[config.mk]
export PLATFORM = sky130hd
export DESIGN_NAME = tcce_ctrl
export DESIGN_NICKNAME = d
export VERILOG_FILES = /design/src/hdl/tcce_pkg.sv /design/src/hdl/tcce_ctrl.sv
export SDC_FILE = /design/constraint.sdc
export NUM_CORES = 1
export LEC_CHECK = 0
export CAP_MARGIN = 20
export CORE_AREA = 2 2 39 41
export DETAILED_ROUTE_END_ITERATION = 16
export DIE_AREA = 0 0 41 43
export DONT_BUFFER_PORTS = 1
export PLACE_DENSITY = 0.44
export SETUP_SLACK_MARGIN = 0.15
export SLEW_MARGIN = 30
export SYNTH_ARGS = -nofsm -noshare
export SYNTH_HDL_FRONTEND = slang
export SYNTH_SLANG_ARGS = --single-unit
[constraint.sdc]
create_clock -name clock -period 1.34 [get_ports clock]
set_clock_uncertainty 0.15 [all_clocks]
set_input_delay 0.268 -clock clock [delete_from_list [all_inputs] [get_ports clock]]
set_output_delay 0.268 -clock clock [all_outputs]
set_load 0.05 [all_outputs]
[src/hdl/tcce_pkg.sv]
// shared types and constants of the text console character engine
`default_nettype none

package tcce_pkg;

   // default screen geometry
   localparam int SCREEN_WIDTH_DEF  = 80;
   localparam int SCREEN_HEIGHT_DEF = 25;
   localparam int TAB_STEP_DEF      = 2;

   // cell contents after reset, and the null character
   localparam logic [7:0] RESET_ATTR = 8'h07;
   localparam logic [7:0] BLANK_CHAR = 8'h20;
   localparam logic [7:0] NULL_CHAR  = 8'h00;

   // control characters
   localparam logic [7:0] CH_NEWLINE   = 8'd10;
   localparam logic [7:0] CH_TAB       = 8'd9;
   localparam logic [7:0] CH_BACKSPACE = 8'd8;

   // item modes
   localparam logic [1:0] MODE_PUT  = 2'd0;
   localparam logic [1:0] MODE_READ = 2'd1;
   localparam logic [1:0] MODE_SET  = 2'd2;

   typedef struct packed {
      logic [1:0] mode;
      logic [7:0] char_code;
      logic [6:0] col;
      logic [4:0] row;
   } req_item_type;

   typedef struct packed {
      logic [10:0] cursor_pos;
      logic [7:0]  cell_char;
      logic [7:0]  cell_attr;
   } rsp_item_type;

   // controller to datapath
   typedef struct packed {
      logic load;
      logic clear_step;
      logic scroll_step;
      logic exec_put;
      logic exec_set;
      logic read_issue;
      logic wr_zero;
      logic rsp_load;
   } cmd_type;

   // datapath to controller
   typedef struct packed {
      logic [1:0] mode;
      logic       ctrl_char;
      logic       scroll_need;
      logic       sweep_last;
   } sts_type;

endpackage

`default_nettype wire

[src/hdl/tcce_ctrl.sv]
// sequencing controller of the text console character engine
`default_nettype none

module tcce_ctrl
   import tcce_pkg::*;
(
   input  wire logic    clock,
   input  wire logic    reset,
   input  wire logic    start,
   output logic         busy,
   input  wire sts_type sts,
   output cmd_type      cmd
);

   typedef enum logic [2:0] {
      ST_CLEAR,
      ST_IDLE,
      ST_EXEC,
      ST_SCROLL,
      ST_DRAIN,
      ST_ZERO,
      ST_RESP
   } state_type;

   state_type state_ff;
   state_type state_in;

   // next state and command decode
   always_comb begin
      state_in = state_ff;
      cmd      = '0;
      unique case (state_ff)
         ST_CLEAR: begin
            cmd.clear_step = 1'b1;
            if (sts.sweep_last) begin
               state_in = ST_IDLE;
            end
         end
         ST_IDLE: begin
            if (start) begin
               cmd.load = 1'b1;
               state_in = ST_EXEC;
            end
         end
         ST_EXEC: begin
            unique case (sts.mode)
               MODE_PUT: begin
                  cmd.exec_put = 1'b1;
                  if (sts.scroll_need) begin
                     state_in = ST_SCROLL;
                  end else if (sts.ctrl_char) begin
                     state_in = ST_ZERO;
                  end else begin
                     state_in = ST_RESP;
                  end
               end
               MODE_READ: begin
                  cmd.read_issue = 1'b1;
                  state_in       = ST_RESP;
               end
               MODE_SET: begin
                  cmd.exec_set = 1'b1;
                  state_in     = ST_RESP;
               end
               default: begin
                  state_in = ST_RESP;
               end
            endcase
         end
         ST_SCROLL: begin
            cmd.scroll_step = 1'b1;
            if (sts.sweep_last) begin
               state_in = ST_DRAIN;
            end
         end
         ST_DRAIN: begin
            // last copy write lands this cycle
            state_in = sts.ctrl_char ? ST_ZERO : ST_RESP;
         end
         ST_ZERO: begin
            cmd.wr_zero = 1'b1;
            state_in    = ST_RESP;
         end
         ST_RESP: begin
            cmd.rsp_load = 1'b1;
            state_in     = ST_IDLE;
         end
         default: begin
            state_in = ST_IDLE;
         end
      endcase
   end

   // state register
   always_ff @(posedge clock) begin
      if (reset) begin
         state_ff <= ST_CLEAR;
      end else begin
         state_ff <= state_in;
      end
   end

   assign busy = (state_ff != ST_IDLE);

endmodule

`default_nettype wire

==> results of run 1 <==
## cells in the final DEF (no fill, tap or decap), drive strengths merged, types with 2 or more instances in the layout
| cell | synthesis | layout |
|---|---|---|
| buf | 3 | 22 |
| nor2 | 4 | 4 |
| clkbuf | 0 | 4 |
| a21oi | 4 | 4 |
| dfxtp | 3 | 3 |
| nor3 | 3 | 3 |
| and3 | 2 | 2 |
| nor3b | 2 | 2 |
| nor2b | 2 | 2 |
| inv | 2 | 2 |
| nand2 | 2 | 2 |
| a31oi | 2 | 2 |
## metal layers
metal,vias up,global-route usage (%)
met5,-,0
met4,0,8.00
met3,0,4.71
met2,9,20.9
met1,185,16.4
li1,193,-
## synthesized netlist by cell type
| cell | number | area, um2 |
|---|---|---|
| inv_2 | 1 | 3.75 |
| or3b_4 | 1 | 11.3 |
| o22ai_1 | 1 | 6.26 |
| nand2_1 | 2 | 7.51 |
| o32a_1 | 1 | 10.0 |
| and3_1 | 2 | 12.5 |
| nor3b_1 | 2 | 15.0 |
| inv_1 | 1 | 3.75 |
| nor2b_1 | 2 | 12.5 |
| a31oi_1 | 2 | 12.5 |
| ha_1 | 1 | 12.5 |
| o21bai_1 | 1 | 7.51 |
| nor3_2 | 1 | 10.0 |
| o21a_1 | 1 | 7.51 |
| nor2_1 | 4 | 15.0 |
| o32ai_1 | 1 | 8.76 |
| nor4_1 | 1 | 6.26 |
| nor4b_2 | 1 | 15.0 |
| nand2b_1 | 1 | 6.26 |
| nor3_1 | 2 | 10.0 |
| buf_6 | 2 | 22.5 |
| a21oi_1 | 4 | 20.0 |
| dfxtp_1 | 3 | 60.1 |
| buf_4 | 1 | 7.51 |
| and2_1 | 1 | 6.26 |
## worst paths after layout
check                   start     endpoint  depth (start not counted)
setup / recovery  state_ff[0]       cmd[3]                          3
hold / removal         sts[0]  state_ff[0]                          2
hold reg to reg   state_ff[0]  state_ff[0]                          3
setup reg to reg  state_ff[1]  state_ff[0]                          8
## power by group
| group | internal [mW] | leakage [nW] | total (mW) | switching [mW] |
|---|---|---|---|---|
| sequential | 0.0942 | 0.0257 | 0.0965 | 0.00227 |
| clock | 0.111 | 0.0150 | 0.157 | 0.0453 |
| combinational | 0.0732 | 0.242 | 0.151 | 0.0775 |
| total | 0.279 | 0.283 | 0.404 | 0.125 |
## cell families after synthesis
family	after synthesis	share of synthesized area [%]
buffers and inverters	5	12.1
flip-flops	3	19.4
AND/OR/NAND/NOR	20	41.1
AO/OA/AOI/OAI	11	23.4
adder cells (fa/ha/maj)	1	4.03
## area by class of cell
| type | instances | area [um2] | share of cell area, % |
|---|---|---|---|
| Clock buffer | 4 | 26.3 | 3.57 |
| Inverter | 2 | 10.0 | 1.36 |
| Multi-Input combinational cell | 32 | 355 | 48.3 |
| Sequential cell | 3 | 63.8 | 8.67 |
| Tap cell | 16 | 20.0 | 2.72 |
| Timing Repair Buffer | 23 | 260 | 35.4 |
## metrics by stage
step | instance area, um2 | hold slack, ns | total power, mW | utilization, % | cells
after floorplan | 364 | 0.183 | 0.177 | - | 40
after global placement | 510 | 0.188 | 0.202 | 36.9 | 66
after detailed placement | 510 | 0.186 | 0.204 | 36.9 | 66
after CTS | 714 | 0.0551 | 0.410 | 51.6 | 79
after global routing | 736 | 0.0580 | 0.436 | 53.2 | 80
final | 736 | 0.0540 | 0.404 | 53.2 | 80
## timing repair
item / CTS / global route
endpoints found under the hold margin: 3 / 0
hold buffers: 1 / 0
gates resized for setup: 22 / 5
pin swaps: 6 / 4
setup endpoints to repair: 12 / 12
setup buffers: 8 / 1
==> reports/results.ini, run 1 <==
[outcome]
status=finished, violations left
failed_checks=negative setup slack

[timing]
period_minus_slack_ns=1.82
setup_viol=12
rsz0062_at_grt=true
setup_slack_ns=-0.481
worst-slew-pin-transition_ns=0.319
hold_viol=0
fmax_ghz=0.549
drv_slew=0
min_period_over_period_pct=136
tns_ns=-3.45
slew_headroom_pct=78.5

[global_route]
overflow=0
grt_max_degree=11
grt_antenna_before_repair=0
grt_first_pass_wirelength_um=1640
grtUsageTotal_pct=14.0
grt_pass1_vias=370

[pwr]
ir_worst_vdd_mv=0.387
powerDensity_nw_per_um2=549
leakage_nw=0.283

[synth]
syn_area_um2=310
yosys_warnings=0
synth_nets=49
syn_area_per_cell_um2=7.76
synth_cells=40
yosysUniqueCellTypes=25
ys_seq_area_share_pct=19.4
yosys_register_bits=3

[clock_network]
clockRootBuffer=clkbuf_4
cts_made_buffers=3
insertion_delay_ns=0.23
cts_tree=done
clkSlewWorstSetupHoldPaths_ns=0.03
numClockSinks=3
clock_path_buffers=2
h-tree-depth=1

[detailed_routing]
met1_length_um=385
wl_um=965
top_layer=met3
via_per_inst=4.84
firstDrtPassIters=1
drt_iter0_drc=0
vias=387
antenna_left=0
wl_met2_um=534
wl_met3_um=44
drc=0
wl_per_cell_um=12.1

[final_layout]
top_register=state_ff
fillers=124
largest_reg_flops=3
antenna_cells=0
final_layout_size_suffix_gt1_share_pct=78.1
layout.nets=74
syn_to_final_growth_pct=137
top_regs=state_ff (3)

[setup_path]
worstSetupStartpointType=register
crit_family=simple AND/OR/NAND/NOR gates
crit_slowest_cell=or3b_4
crit_buf_inv=1
cp_cell_sequence=or3b_4, nor3b_4, buf_12
rrSetupSlack_ns=-0.20
end_kind=output port
required_ns=0.92
crit_arrival_ns=1.40
criticalPathCategory=reg -> out
cpPeakStageDelay_ns=0.45
cp_max_fo=4

[floorplan]
io_pins=17
die-area_um2=1760
core-area_um2=1380
die_w_um=41
die_y_um=43
start_util_pct=22.4
rows=14

[placement]
dp_hpwl_um=641
place_congestion=0.736
place_ws_ns=-0.217
port_buffers=0

[run]
maxCapViolCount=0

[min_path]
hp-class=in -> reg

(Power assumes the default switching activity.)
==> inputs of run 2 (changes only) <==
--- a/config.mk
+++ b/config.mk
@@ -6,11 +6,13 @@
 export NUM_CORES = 1
 export LEC_CHECK = 0
 export CAP_MARGIN = 20
+export CELL_PAD_IN_SITES_DETAIL_PLACEMENT = 1
+export CELL_PAD_IN_SITES_GLOBAL_PLACEMENT = 1
 export CORE_AREA = 2 2 39 41
 export DETAILED_ROUTE_END_ITERATION = 16
 export DIE_AREA = 0 0 41 43
 export DONT_BUFFER_PORTS = 1
-export PLACE_DENSITY = 0.44
+export PLACE_DENSITY = 0.56
 export SETUP_SLACK_MARGIN = 0.15
 export SLEW_MARGIN = 30
 export SYNTH_ARGS = -nofsm -noshare
==> reports/results.ini, run 2 (synthesized netlist as in run 1, its figures left out) <==
[outcome]
status=finished, violations left
failed_checks=negative setup slack

[placement]
place_congestion=0.697
dp_hpwl_um=876
port_buffers=0

[final_layout]
largest_reg_flops=3
top_regs=state_ff (3)
layout_common_cells=10 x buf_6, 8 x buf_4, 4 x nor2_1, 4 x buf_12
top_register=state_ff
fillers=165
final_layout_size_suffix_gt1_share_pct=70.3
post-route-util_pct=52.2
layout.nets=74
syn_to_final_growth_pct=133
mostFrequentLayoutCell=buf_6
antenna_cells=0

[min_path]
hold_depth=2
min_to=state_ff[1]
worstHoldStart=sts[0]
hp-class=in -> reg

[detailed_routing]
vias=415
firstDrtPassIters=2
via_per_inst=5.19
antenna_left=0
wl_per_cell_um=18.0
drt_iter0_drc=1
wl_um=1440
drc=0

[timing]
setup_slack_ns=-0.473
rsz0062_at_grt=true
finalHoldWorstSlack_ns=0.0755
worst-slew-pin-transition_ns=0.421
fmax_ghz=0.552
setup_viol=12
hold_viol=0
period_minus_slack_ns=1.81
drv_slew=0
slew_headroom_pct=71.8
min_period_over_period_pct=135

[setup_path]
cp_cell_sequence=or3b_4, nor3b_4, buf_12
reg2regPathDepth=7
criticalPathCategory=reg -> out
end_kind=output port
reg2reg_from=state_ff[2]
crit_family=simple AND/OR/NAND/NOR gates
crit_arrival_ns=1.39
required_ns=0.92
crit_slowest_cell=or3b_4
timing.rr.end=state_ff[1]
worstSetupStartpointType=register
crit_buf_inv=1
rrSetupSlack_ns=-0.41
cpPeakStageDelay_ns=0.45
cp_max_fo=4

[global_route]
grt_pass1_vias=466
overflow=0
grt_max_degree=11
grt_first_pass_wirelength_um=2210
grt_antenna_before_repair=0
grtUsageTotal_pct=19.4

[floorplan]
die_w_um=41
die_y_um=43
die-area_um2=1760
io_pins=17
start_util_pct=22.4
rows=14
core-area_um2=1380

[clock_network]
cts_tree=done
h-tree-depth=1
numClockSinks=3
clkSlewWorstSetupHoldPaths_ns=0.03
cts_made_buffers=3
insertion_delay_ns=0.23
clock_path_buffers=2
clockRootBuffer=clkbuf_4

[pwr]
leakage_nw=0.292
powerDensity_nw_per_um2=579
ir_worst_vdd_mv=0.405
power_mw=0.418

[run]
maxCapViolCount=0

==> run 2: cell counts in the layout (fill, tap and decap cells not counted) <==
No cell type changed its count.
==> run 2: report_power, final <==
group	switching, mW	leakage, nW	internal (mW)
Clock	0.0470	0.0150	0.112
Sequential	0.00270	0.0257	0.0943
Combinational	0.0829	0.251	0.0800
==> run 2: final cells by class <==
cell class	instances	area (um2)	area share (%)
multi-input combinational	32	339	47.0
timing repair buffer	23	263	36.4
sequential	3	63.8	8.84
clock buffer	4	26.3	3.64
tap	16	20.0	2.77
inverter	2	10.0	1.39
==> run 2: per-stage QoR <==
stage          area (um2)  worst slack [ns]  std cells  TNS (ns)
6_report              722            -0.473         80     -3.81
5_1_grt               722            -0.513         80     -4.41
4_1_cts               687            -0.502         78     -3.43
3_5_place_dp          505            -0.275         67     -1.72
3_3_place_gp          505            -0.212         67     -1.34
2_1_floorplan         364            -0.432         40     -1.94
==> run 2: worst max path at each step <==
stage	start	end	slack [ns]	cells after the start
detailed placement	state_ff[0]	state_ff[1]	-0.28	5
global route	state_ff[2]	cmd[2]	-0.51	3
finish	state_ff[2]	cmd[2]	-0.47	3
CTS	state_ff[2]	cmd[2]	-0.50	3
global placement	state_ff[0]	state_ff[2]	-0.21	5
floorplan	state_ff[0]	cmd[2]	-0.43	3
==> run 2: metal layers <==
metal | vias to the layer above | GRT usage (%) | wire length [um] | share of wire, %
met5 | - | 0 | 0 | 0
met4 | 0 | 10.7 | 58 | 4.0
met3 | 8 | 6.28 | 58 | 4.0
met2 | 16 | 32.5 | 775 | 54
met1 | 196 | 19.6 | 549 | 38
li1 | 195 | - | - | -
==> run 2: what timing repair did <==
item / in CTS / in global routing
setup endpoints to repair: 12 / 12
pin swaps: 7 / 4
resized for setup: 23 / 4
hold endpoints to repair: 3 / 0
setup buffers: 6 / 2
hold buffers: 1 / 0
==> inputs of run 3 (changes only) <==
--- a/config.mk
+++ b/config.mk
@@ -12,6 +12,7 @@
 export DETAILED_ROUTE_END_ITERATION = 16
 export DIE_AREA = 0 0 41 43
 export DONT_BUFFER_PORTS = 1
+export MAX_ROUTING_LAYER = met4
 export PLACE_DENSITY = 0.56
 export SETUP_SLACK_MARGIN = 0.15
 export SLEW_MARGIN = 30
==> reports/results.ini, run 3 (synthesized netlist as in run 1, its figures left out) <==
[floorplan]
die_y_um=43
die-area_um2=1760
core-area_um2=1380
io_pins=17
rows=14
die_w_um=41
start_util_pct=22.4

[detailed_routing]
via_per_inst=5.13
drt_iter0_drc=0
drc=0
firstDrtPassIters=1
wl_per_cell_um=18.2
vias=410
wl_um=1450
antenna_left=0

[setup_path]
worstSetupStartpointType=register
cp_cell_sequence=or3b_4, nor3b_4, buf_12
cp_max_fo=4
end_kind=output port
crit_slowest_cell=or3b_4
cpPeakStageDelay_ns=0.45
crit_arrival_ns=1.40
criticalPathCategory=reg -> out
required_ns=0.92

[global_route]
grtUsageTotal_pct=19.9
grt_max_degree=11
grt_antenna_before_repair=0
overflow=0
grt_first_pass_wirelength_um=2210
grt_pass1_vias=463

[timing]
drv_slew=0
hold_viol=0
min_period_over_period_pct=135
fmax_ghz=0.551
period_minus_slack_ns=1.82
worst-slew-pin-transition_ns=0.420
tns_ns=-3.83
setup_viol=12
setup_slack_ns=-0.475
slew_headroom_pct=71.9
finalHoldWorstSlack_ns=0.0754
rsz0062_at_grt=true

[pwr]
clkPwrFrac_pct=37.9
combPwrFrac_pct=38.9
p_int_mw=0.286
switching_share_pct=31.7
leakage_nw=0.292
seqPwrFrac_pct=23.2
ir_worst_vdd_mv=0.406
switching_power_mw=0.133
power_mw=0.419
powerDensity_nw_per_um2=580

[final_layout]
fillers=165
final_layout_size_suffix_gt1_share_pct=70.3
syn_to_final_growth_pct=133
top_register=state_ff
largest_reg_flops=3
layout.nets=74
mostFrequentLayoutCell=buf_6
antenna_cells=0
top_regs=state_ff (3)
layout_common_cells=10 x buf_6, 8 x buf_4, 4 x nor2_1, 4 x buf_12
post-route-util_pct=52.2

[placement]
port_buffers=0
dp_hpwl_um=876
place_congestion=0.705
place_ws_ns=-0.275

[clock_network]
h-tree-depth=1
insertion_delay_ns=0.23
cts_made_buffers=3
numClockSinks=3
cts_tree=done
clockRootBuffer=clkbuf_4
clkSlewWorstSetupHoldPaths_ns=0.03
clock_path_buffers=2

[outcome]
failed_checks=negative setup slack
status=finished, violations left

[run]
maxCapViolCount=0

[min_path]
hp-class=in -> reg

[run 3: cell counts in the layout (fill, tap and decap cells not counted)]
No cell type changed its count.
[run 3: final cells by class]
type	count	area, um2	share of cell area, %
clock buffers	4	26.3	3.64
inverters	2	10.0	1.39
multi-input cells	32	339	47.0
flip-flops and latches	3	63.8	8.84
well taps	16	20.0	2.77
repair buffers	23	263	36.4
[run 3: path summary, 6_finish.rpt]
path	cells past startpoint	to	slack (ns)	startpoint
worst min-delay path	2	state_ff[1]	0.08	sts[0]
worst max register to register	7	state_ff[1]	-0.41	state_ff[2]
worst min register to register	3	state_ff[0]	0.58	state_ff[0]
worst max-delay path	3	cmd[2]	-0.48	state_ff[2]
[run 3: power groups by stage]
stage               sequential [mW]  combinational (mW)  clock [mW]
floorplan                    0.0962              0.0810           0
global placement             0.0971               0.112           0
detailed placement           0.0973               0.116           0
CTS                          0.0971               0.155       0.164
global route                 0.0971               0.172       0.171
finish                       0.0970               0.163       0.159
[run 3: stage by stage]
stage          cell area [um2]  instances
2_1_floorplan              364         40
3_3_place_gp               505         67
3_5_place_dp               505         67
4_1_cts                    687         78
5_1_grt                    722         80
6_report                   722         80
[run 3: critical path, delay by kind of cell, from the launching register on]
family | cells | cell delay, ns
buffers and inverters | 1 | 0.17
DFF | 1 | 0.31
and+or+nand+nor | 2 | 0.69
[run 3: what timing repair did]
action                                  CTS  global route
endpoints found under the setup margin   12            12
resized for setup                        23             4
pin swaps                                 7             4
hold endpoints to repair                  3             0
hold buffers                              1             0
setup buffers                             6             2
[run 3: per-layer routing]
layer	share of wire (%)	vias up	global-route usage (%)
met5	0	-	-
met4	4.3	0	10.7
met3	4.1	8	6.28
met2	53	16	32.5
met1	39	192	19.6
li1	-	194	-
